[src/atps_pkg.sv]
// ----------------------------------------------------------------------------
// atps_pkg
// shared types, codes and tone tables of the alarm tone pattern sequencer
// ----------------------------------------------------------------------------
`default_nettype none

package atps_pkg;

  localparam int WAVE_ENTRIES_DEF = 32;
  localparam int PATTERN_COUNT    = 7;
  localparam int TICK_STEP_MS     = 10;
  localparam int SINE_LEN         = 32;
  localparam int TABLE_ROWS       = 7;

  localparam logic [11:0] DAC_CENTRE = 12'd2048;

  localparam int IN_DATA_W  = 40;
  localparam int OUT_DATA_W = 32;
  localparam int CFG_IDX_W  = 2;
  localparam int CFG_DATA_W = 16;

  typedef enum logic [2:0] {
    OP_MS_TICK = 3'd0,
    OP_SAMPLE  = 3'd1,
    OP_PLAY    = 3'd2,
    OP_BEEP    = 3'd3,
    OP_STOP    = 3'd4
  } atps_op_e;

  typedef enum logic [CFG_IDX_W-1:0] {
    CFG_SOUND_EN   = 2'd0,
    CFG_FREQ_FLOOR = 2'd1,
    CFG_FREQ_CEIL  = 2'd2
  } atps_cfg_idx_e;

  typedef struct packed {
    logic        sound_enabled;
    logic [15:0] freq_floor;
    logic [15:0] freq_ceiling;
  } atps_cfg_t;

  typedef struct packed {
    logic        sounding;
    logic        in_on_phase;
    logic [15:0] cur_freq;
    logic [15:0] beep_duration;
    logic [15:0] beep_elapsed;
    logic [2:0]  active_pattern;
    logic [7:0]  repeats_left;
    logic [15:0] phase_timer;
    logic [11:0] dac_hold;
  } atps_state_t;

  typedef struct packed {
    logic        busy_res;
    logic [15:0] tone_freq;
    logic        tone_on;
    logic [11:0] dac_value;
  } atps_res_t;

  typedef struct packed {
    logic [15:0] freq;
    logic [15:0] on_ms;
    logic [15:0] off_ms;
    logic [7:0]  reps;
  } atps_row_t;

  localparam logic [11:0] SINE_ROM [SINE_LEN] = '{
    12'd2048, 12'd2447, 12'd2831, 12'd3185, 12'd3496, 12'd3750, 12'd3939, 12'd4056,
    12'd4095, 12'd4056, 12'd3939, 12'd3750, 12'd3496, 12'd3185, 12'd2831, 12'd2447,
    12'd2048, 12'd1649, 12'd1265, 12'd911,  12'd600,  12'd346,  12'd157,  12'd40,
    12'd0,    12'd40,   12'd157,  12'd346,  12'd600,  12'd911,  12'd1265, 12'd1649
  };

  function automatic atps_row_t pattern_row(logic [2:0] id);
    atps_row_t r;
    case (id)
      3'd1:    r = '{freq: 16'd1000, on_ms: 16'd100, off_ms: 16'd0,   reps: 8'd1};
      3'd2:    r = '{freq: 16'd1000, on_ms: 16'd500, off_ms: 16'd0,   reps: 8'd1};
      3'd3:    r = '{freq: 16'd2000, on_ms: 16'd50,  off_ms: 16'd50,  reps: 8'd0};
      3'd4:    r = '{freq: 16'd1500, on_ms: 16'd200, off_ms: 16'd200, reps: 8'd0};
      3'd5:    r = '{freq: 16'd800,  on_ms: 16'd150, off_ms: 16'd100, reps: 8'd2};
      3'd6:    r = '{freq: 16'd1200, on_ms: 16'd150, off_ms: 16'd0,   reps: 8'd1};
      default: r = '0;
    endcase
    return r;
  endfunction

endpackage

`default_nettype wire

[src/atps_update.sv]
// ----------------------------------------------------------------------------
// atps_update
// next state and result of the sequencer for one event
// ----------------------------------------------------------------------------
`default_nettype none

module atps_update #(
  parameter int WaveEntries = atps_pkg::WAVE_ENTRIES_DEF,
  parameter int WaveW       = $clog2(WaveEntries)
) (
  input  atps_pkg::atps_cfg_t   cfg_i,
  input  logic [2:0]            op_i,
  input  logic [2:0]            pattern_id_i,
  input  logic [15:0]           beep_freq_i,
  input  logic [15:0]           beep_length_i,
  input  atps_pkg::atps_state_t st_i,
  input  logic [WaveW-1:0]      wave_i,
  output atps_pkg::atps_state_t st_o,
  output logic [WaveW-1:0]      wave_o,
  output atps_pkg::atps_res_t   res_o
);
  import atps_pkg::*;

  logic [11:0] wave_lut [WaveEntries];

  for (genvar g = 0; g < WaveEntries; g++) begin : g_lut
    assign wave_lut[g] = SINE_ROM[5'((g * SINE_LEN) / WaveEntries)];
  end

  function automatic logic [15:0] sat_step(logic [15:0] a);
    logic [16:0] s;
    s = {1'b0, a} + 17'(TICK_STEP_MS);
    return s[16] ? 16'hFFFF : s[15:0];
  endfunction

  function automatic logic [15:0] clamp(logic [15:0] f, logic [15:0] lo, logic [15:0] hi);
    if (f < lo) begin
      return lo;
    end else if (f > hi) begin
      return hi;
    end
    return f;
  endfunction

  atps_state_t      s;
  logic [WaveW-1:0] w;
  atps_row_t        row;
  atps_row_t        new_row;
  logic             ended;

  assign row     = pattern_row(st_i.active_pattern);
  assign new_row = pattern_row(pattern_id_i);

  always_comb begin
    s     = st_i;
    w     = wave_i;
    ended = 1'b0;
    case (atps_op_e'(op_i))
      OP_STOP: begin
        s.sounding       = 1'b0;
        s.active_pattern = '0;
        s.dac_hold       = DAC_CENTRE;
      end
      OP_MS_TICK: begin
        if (cfg_i.sound_enabled) begin
          if (s.active_pattern != '0) begin
            s.phase_timer = sat_step(s.phase_timer);
            if (s.in_on_phase) begin
              if (s.phase_timer >= row.on_ms) begin
                s.phase_timer = '0;
                if (row.off_ms != '0) begin
                  s.in_on_phase = 1'b0;
                  s.sounding    = 1'b0;
                  s.dac_hold    = DAC_CENTRE;
                end else if (s.repeats_left != '0) begin
                  s.repeats_left = s.repeats_left - 8'd1;
                  if (s.repeats_left == '0) begin
                    s.sounding       = 1'b0;
                    s.active_pattern = '0;
                    s.dac_hold       = DAC_CENTRE;
                  end
                end
              end
            end else if (s.phase_timer >= row.off_ms) begin
              s.phase_timer = '0;
              if (s.repeats_left != '0) begin
                s.repeats_left = s.repeats_left - 8'd1;
                if (s.repeats_left == '0) begin
                  s.sounding       = 1'b0;
                  s.active_pattern = '0;
                  s.dac_hold       = DAC_CENTRE;
                  ended            = 1'b1;
                end
              end
              if (!ended) begin
                s.in_on_phase   = 1'b1;
                s.cur_freq      = clamp(row.freq, cfg_i.freq_floor, cfg_i.freq_ceiling);
                s.beep_duration = row.on_ms;
                s.beep_elapsed  = '0;
                s.sounding      = 1'b1;
              end
            end
          end
          // beep timing, for single beeps and pattern on phases alike
          if (s.sounding && s.beep_duration != '0) begin
            s.beep_elapsed = sat_step(s.beep_elapsed);
            if (s.beep_elapsed >= s.beep_duration) begin
              s.sounding = 1'b0;
              s.dac_hold = DAC_CENTRE;
            end
          end
        end
      end
      OP_SAMPLE: begin
        if (cfg_i.sound_enabled) begin
          if (s.sounding) begin
            s.dac_hold = wave_lut[wave_i];
            w = (wave_i == WaveW'(WaveEntries - 1)) ? '0 : wave_i + WaveW'(1);
          end else begin
            s.dac_hold = DAC_CENTRE;
          end
        end
      end
      OP_PLAY: begin
        if (cfg_i.sound_enabled) begin
          if (pattern_id_i == '0) begin
            s.sounding       = 1'b0;
            s.active_pattern = '0;
            s.dac_hold       = DAC_CENTRE;
          end else if (int'(pattern_id_i) < TABLE_ROWS &&
                       int'(pattern_id_i) < PATTERN_COUNT) begin
            s.active_pattern = pattern_id_i;
            s.repeats_left   = new_row.reps;
            s.phase_timer    = '0;
            s.in_on_phase    = 1'b1;
            s.cur_freq       = clamp(new_row.freq, cfg_i.freq_floor, cfg_i.freq_ceiling);
            s.beep_duration  = new_row.on_ms;
            s.beep_elapsed   = '0;
            s.sounding       = 1'b1;
          end
        end
      end
      OP_BEEP: begin
        if (cfg_i.sound_enabled) begin
          s.cur_freq      = clamp(beep_freq_i, cfg_i.freq_floor, cfg_i.freq_ceiling);
          s.beep_duration = beep_length_i;
          s.beep_elapsed  = '0;
          s.sounding      = 1'b1;
        end
      end
      default: begin
      end
    endcase
  end

  assign st_o   = s;
  assign wave_o = w;

  assign res_o.dac_value = s.dac_hold;
  assign res_o.tone_on   = s.sounding;
  assign res_o.tone_freq = s.sounding ? s.cur_freq : '0;
  assign res_o.busy_res  = s.sounding || (s.active_pattern != '0);

endmodule

`default_nettype wire

[src/alarm_tone_pattern_sequencer.sv]
// ----------------------------------------------------------------------------
// alarm_tone_pattern_sequencer
// warning tone sequencer with pattern table, beep timer and sine output
// ----------------------------------------------------------------------------
// Events enter on the s_axis channel: tuser carries the event kind (ms tick,
// sample tick, play pattern, beep, stop), tdata the pattern id, beep
// frequency and beep length. Each event gives exactly one result on m_axis:
// DAC code, tone on flag, clamped tone frequency and busy flag.
// The cfg channel writes sound enable and the frequency clamp bounds; it is
// always ready; the user must write it only while no event is in flight,
// which the block does not enforce. Events pass through the input register,
// then the state update and the result register. Throughput is one event
// per cycle while results are taken, set by the single-pass state update.
// While the receiver stalls, the result register holds and one more event
// can wait in the input register; after that s_axis_tready drops.
// Reset (rst_ni low) silences the tone, clears the pattern and timers, sets
// the DAC code to 2048 and restores the register defaults.
// ----------------------------------------------------------------------------
`default_nettype none

module alarm_tone_pattern_sequencer #(
  parameter int WaveEntries = atps_pkg::WAVE_ENTRIES_DEF
) (
  input  logic                              clk_i,
  input  logic                              rst_ni,
  // tdata: pattern_id[2:0], beep_freq[18:3], beep_length[34:19]
  input  logic [atps_pkg::IN_DATA_W-1:0]    s_axis_tdata,
  // tuser: op[2:0]
  input  logic [2:0]                        s_axis_tuser,
  input  logic                              s_axis_tvalid,
  output logic                              s_axis_tready,
  // tdata: dac_value[11:0], tone_on[12], tone_freq[28:13], busy_res[29]
  output logic [atps_pkg::OUT_DATA_W-1:0]   m_axis_tdata,
  output logic                              m_axis_tvalid,
  input  logic                              m_axis_tready,
  input  logic                              cfg_valid_i,
  output logic                              cfg_ready_o,
  input  logic [atps_pkg::CFG_IDX_W-1:0]    cfg_index_i,
  input  logic [atps_pkg::CFG_DATA_W-1:0]   cfg_data_i
);
  import atps_pkg::*;

  localparam int WaveW = $clog2(WaveEntries);

  localparam atps_state_t StateReset = '{dac_hold: DAC_CENTRE, default: '0};

  atps_cfg_t        cfg_q;
  atps_state_t      state_q, state_d;
  logic [WaveW-1:0] wave_q, wave_d;
  atps_res_t        res_d;

  logic             in_valid_q;
  logic [2:0]       in_op_q;
  logic [2:0]       in_pid_q;
  logic [15:0]      in_freq_q;
  logic [15:0]      in_len_q;

  logic             out_valid_q;
  atps_res_t        out_res_q;

  logic             advance;

  assign advance       = in_valid_q && (!out_valid_q || m_axis_tready);
  assign s_axis_tready = !in_valid_q || advance;
  assign cfg_ready_o   = 1'b1;

  always_ff @(posedge clk_i or negedge rst_ni) begin
    if (!rst_ni) begin
      cfg_q.sound_enabled <= 1'b1;
      cfg_q.freq_floor    <= 16'd100;
      cfg_q.freq_ceiling  <= 16'd10000;
    end else if (cfg_valid_i) begin
      case (atps_cfg_idx_e'(cfg_index_i))
        CFG_SOUND_EN:   cfg_q.sound_enabled <= cfg_data_i[0];
        CFG_FREQ_FLOOR: cfg_q.freq_floor    <= cfg_data_i;
        CFG_FREQ_CEIL:  cfg_q.freq_ceiling  <= cfg_data_i;
        default: begin
        end
      endcase
    end
  end

  // input register
  always_ff @(posedge clk_i or negedge rst_ni) begin
    if (!rst_ni) begin
      in_valid_q <= 1'b0;
    end else if (s_axis_tready) begin
      in_valid_q <= s_axis_tvalid;
    end
  end

  always_ff @(posedge clk_i) begin
    if (s_axis_tready && s_axis_tvalid) begin
      in_op_q   <= s_axis_tuser;
      in_pid_q  <= s_axis_tdata[2:0];
      in_freq_q <= s_axis_tdata[18:3];
      in_len_q  <= s_axis_tdata[34:19];
    end
  end

  atps_update #(
    .WaveEntries (WaveEntries),
    .WaveW       (WaveW)
  ) u_update (
    .cfg_i         (cfg_q),
    .op_i          (in_op_q),
    .pattern_id_i  (in_pid_q),
    .beep_freq_i   (in_freq_q),
    .beep_length_i (in_len_q),
    .st_i          (state_q),
    .wave_i        (wave_q),
    .st_o          (state_d),
    .wave_o        (wave_d),
    .res_o         (res_d)
  );

  // sequencer state
  always_ff @(posedge clk_i or negedge rst_ni) begin
    if (!rst_ni) begin
      state_q <= StateReset;
      wave_q  <= '0;
    end else if (advance) begin
      state_q <= state_d;
      wave_q  <= wave_d;
    end
  end

  // result register
  always_ff @(posedge clk_i or negedge rst_ni) begin
    if (!rst_ni) begin
      out_valid_q <= 1'b0;
    end else if (advance) begin
      out_valid_q <= 1'b1;
    end else if (m_axis_tready) begin
      out_valid_q <= 1'b0;
    end
  end

  always_ff @(posedge clk_i) begin
    if (advance) begin
      out_res_q <= res_d;
    end
  end

  assign m_axis_tvalid = out_valid_q;
  assign m_axis_tdata  = {{(OUT_DATA_W - $bits(atps_res_t)){1'b0}}, out_res_q};

`ifndef ASSERT_OFF
  a_freq_zero_when_off: assert property (@(posedge clk_i) disable iff (!rst_ni)
    out_valid_q && !out_res_q.tone_on |-> out_res_q.tone_freq == '0)
    else $error("tone frequency reported while silent");

  a_busy_covers_tone: assert property (@(posedge clk_i) disable iff (!rst_ni)
    out_valid_q && out_res_q.tone_on |-> out_res_q.busy_res)
    else $error("tone on without busy");

  a_wave_in_range: assert property (@(posedge clk_i) disable iff (!rst_ni)
    int'(wave_q) < WaveEntries)
    else $error("wave index out of range");

  a_disabled_holds: assert property (@(posedge clk_i) disable iff (!rst_ni)
    advance && !cfg_q.sound_enabled && in_op_q != OP_STOP |=>
      state_q == $past(state_q) && wave_q == $past(wave_q))
    else $error("state changed while sound disabled");

  a_stop_silences: assert property (@(posedge clk_i) disable iff (!rst_ni)
    advance && in_op_q == OP_STOP |=>
      !state_q.sounding && state_q.active_pattern == '0 && state_q.dac_hold == DAC_CENTRE)
    else $error("stop left the tone running");
`endif

endmodule

`default_nettype wire

[config.mk]
export PLATFORM = sky130hd
export DESIGN_NAME = alarm_tone_pattern_sequencer
export DESIGN_NICKNAME = d
export VERILOG_FILES = /design/src/atps_pkg.sv /design/src/atps_update.sv /design/src/alarm_tone_pattern_sequencer.sv
export SDC_FILE = /design/constraint.sdc
export NUM_CORES = 1
export LEC_CHECK = 0
export BUFFER_PORTS_ARGS = -buffer_cell sky130_fd_sc_hd__buf_2
export CAP_MARGIN = 20
export CELL_PAD_IN_SITES_DETAIL_PLACEMENT = 2
export CELL_PAD_IN_SITES_GLOBAL_PLACEMENT = 2
export CORE_UTILIZATION = 41
export CTS_BUF_LIST = sky130_fd_sc_hd__clkbuf_2 sky130_fd_sc_hd__clkbuf_4 sky130_fd_sc_hd__clkbuf_8
export CTS_CLUSTER_DIAMETER = 30
export CTS_CLUSTER_SIZE = 28
export DETAILED_ROUTE_END_ITERATION = 10
export GPL_TIMING_DRIVEN = 0
export PLACE_DENSITY = 0.81
export SYNTH_ARGS = -nofsm -noshare
export SYNTH_HDL_FRONTEND = slang
export SYNTH_HIERARCHICAL = 1
export SYNTH_SLANG_ARGS = --single-unit
export TNS_END_PERCENT = 100
[constraint.sdc]
create_clock -name clk_i -period 8.3 [get_ports clk_i]
set_input_delay 1.245 -clock clk_i [delete_from_list [all_inputs] [get_ports clk_i]]
set_output_delay 1.245 -clock clk_i [all_outputs]
set_load 0.005 [all_outputs]
==> results.cfg <==
[outcome]
status = complete, no violations

[clock_network]
cts_buffers = 17
cts_root_buf = clkbuf_8
clock_sinks = 197
ctsHoldBuffers = 0
tritoncts = done
htreeDepth = 4
clock_path_buffers = 2
cts.clk_slew.worst_paths_ns = 0.13
insertion_delay_ns = 0.56

[synthesis]
netlist_instances = 1481
synth-seq-cells = 197
yosysSeqAreaShare_pct = 36.0
syn_area_per_cell_um2 = 9.91
ys.flop_type = dfrtp_1
yosysWarnings = 6
async_flop_share_pct = 65.5
synth_cell_type_count = 92
syn_area_um2 = 14700
synth_edf_count = 68

[job]
maxCapViolCount = 0

[final_layout]
drive_above_1_share_pct = 21.6
antenna_cells = 0
design_area_um2 = 16300
final_cell_mix = 119 x dfrtp_1, 119 x a21oi_1, 115 x ha_1, 101 x buf_2, 100 x nand2_1
area_growth_pct = 10.7
fin_nets = 1781

[floorplan]
dieArea_um2 = 36600
row_count = 68
die_x_um = 191
die_height_um = 191
start_util_pct = 42.1
core_area_um2 = 34900
ioPinCount = 101

[grt]
grt_pass1_vias = 13800
grt_max_degree = 89
grtUsageTotal_pct = 30.5
grt_antenna_before_repair = 0
grt_pass1_wl_um = 83900
grt_overflow = 0

[detailed_routing]
drt_first_iter_violations = 770
dr.pass1.iters = 5
drt-total-wl_um = 54300
num_vias = 12800
drc = 0
vias_per_cell = 6.17
wl_per_cell_um = 26.2
postRouteAntennaNets = 0

[sta]
skew_ns = 0.0236
setup_violations = 0
setup_tns_ns = 0
finalWorstSetupSlack_ns = 0.390
period_share_pct = 95.3
hold_viol = 0
fmax_ghz = 0.126
maxSlewHeadroom_pct = 27.2
rsz0062_at_grt = no
min_period_ns = 7.91
slew_viol_final = 0
worst_pin_slew_ns = 1.08

[critical_path]
cpMostUsedCell = a21oi_1
worstSetupPathType = reg -> reg
path_max_fanout = 19
arrival_ns = 8.21
cpPeakStageDelay_ns = 0.52
cp.required_ns = 8.60
crit_slowest_cell = dfrtp_1
crit_path_end_kind = flip-flop
start_kind = flip-flop

[placed_design]
place_hpwl_um = 41800
pre_cts_ws_ns = -0.360
place_area_um2 = 15800
gp_congestion = 0.963
io_buffers = 92

[worst_hold_path]
hold_path_class = reg -> reg

[pwr]
vdd_drop_max_v = 0.000134
powerDensity_nw_per_um2 = 236
power.leakage_nw = 7.22
## cell usage after synthesis, types with 10 or more instances
library cell	count	area [um^2]
clkbuf_1	48	180
nand4_1	23	144
nor2_1	85	319
ha_1	115	1440
nand2_1	101	379
nor2b_1	15	93.8
mux2i_1	33	330
nand2b_1	26	163
dfrtp_1	119	2980
edfxtp_1	68	2040
nand3_1	36	180
a21o_1	34	255
mux2_2	86	968
o2bb2ai_1	12	105
buf_4	16	120
o211ai_1	12	90.1
a21oi_1	119	596
o22ai_1	15	93.8
a22o_1	25	219
o21a_1	17	128
inv_1	64	240
nor3_1	26	130
o21ai_0	82	410
dfstp_2	10	263
mux2_4	49	736
a211oi_1	18	135
buf_2	11	55.1
a31oi_1	13	81.3
xnor2_1	10	87.6
and2_1	24	150
## state kept, by name (all words and copies together), names as in the netlist
name	cells
in_op_q	3
in_len_q	16
m_axis_tdata	30
wave_q	5
cfg_q	33
in_pid_q	3
state_q	89
in_valid_q	1
m_axis_tvalid	1
in_freq_q	16
## cells by family after synthesis
group,share of synthesized area [%]
simple gates,14.0
other cells,0.0512
flops,36.0
buf+inv,4.88
compound gates,20.3
mux,13.9
xor+xnor,1.13
fa+ha+maj,9.80
## per-layer routing
metal  vias up  track usage [%]  routed length (um)
li1       5769                -                   -
met1      6607             39.7               24100
met2       322             51.4               26400
met3        66             5.36                2560
met4         0             8.67                1210
met5         -                0                   0
## area by class of cell
cell class / instances / area (um^2)
clock inverters: 15 / 194
fillers: 3726 / 18600
clock buffers: 17 / 234
plain buffers: 87 / 470
flip-flops and latches: 197 / 5280
well taps: 455 / 569
inverters: 65 / 244
multi-input cells: 1132 / 8690
repair buffers: 100 / 564
## worst paths after layout
path | slack, ns | cells past startpoint | startpoint | end
max | 0.39 | 29 | state_q[18]$_DFFE_PN0P_ | m_axis_tdata[29]$_DFFE_PP_
max reg2reg | 0.39 | 29 | state_q[18]$_DFFE_PN0P_ | m_axis_tdata[29]$_DFFE_PP_
max in group asynchronous | 6.83 | 2 | rst_ni | cfg_q[13]$_DFFE_PN1P_
min in group asynchronous | 0.58 | 1 | rst_ni | m_axis_tvalid$_DFFE_PN0P_
min | 0.52 | 1 | state_q[1]$_DFFE_PN0P_ | state_q[1]$_DFFE_PN0P_
min reg2reg | 0.52 | 1 | state_q[1]$_DFFE_PN0P_ | state_q[1]$_DFFE_PN0P_
## stage by stage
stage | util, % | total power [mW] | hold WS, ns | instances
finish | 46.6 | 3.84 | 0.522 | 2068
floorplan | - | 2.45 | 0.477 | 1482
global route | 46.6 | 4.05 | 0.538 | 2068
detailed placement | 45.3 | 3.10 | 0.496 | 2033
CTS | 46.5 | 3.81 | 0.525 | 2065
global placement | 45.0 | 2.98 | 0.483 | 2029
## worst max-delay path, delay by kind of cell (launching register included)
family | cells | cell delay [ns]
simple gates | 11 | 2.70
compound gates | 11 | 2.38
buf+inv | 3 | 0.96
fa+ha+maj | 3 | 0.89
flops | 1 | 0.52
xor+xnor | 1 | 0.18
## power breakdown
group | switching, mW | leakage, nW | internal, mW | total, mW
registers | 0.182 | 2.34 | 1.15 | 1.33
logic | 1.13 | 4.67 | 0.699 | 1.83
clock network | 0.446 | 0.211 | 0.236 | 0.682
total | 1.75 | 7.22 | 2.08 | 3.84
## timing repair
action / in CTS / in global routing
pin swaps: 1 / 1
setup endpoints to repair: 41 / 38
gates resized for setup: 0 / 3
buffers inserted: 1 / 2
Note: power is estimated with default switching activity, not from simulation.
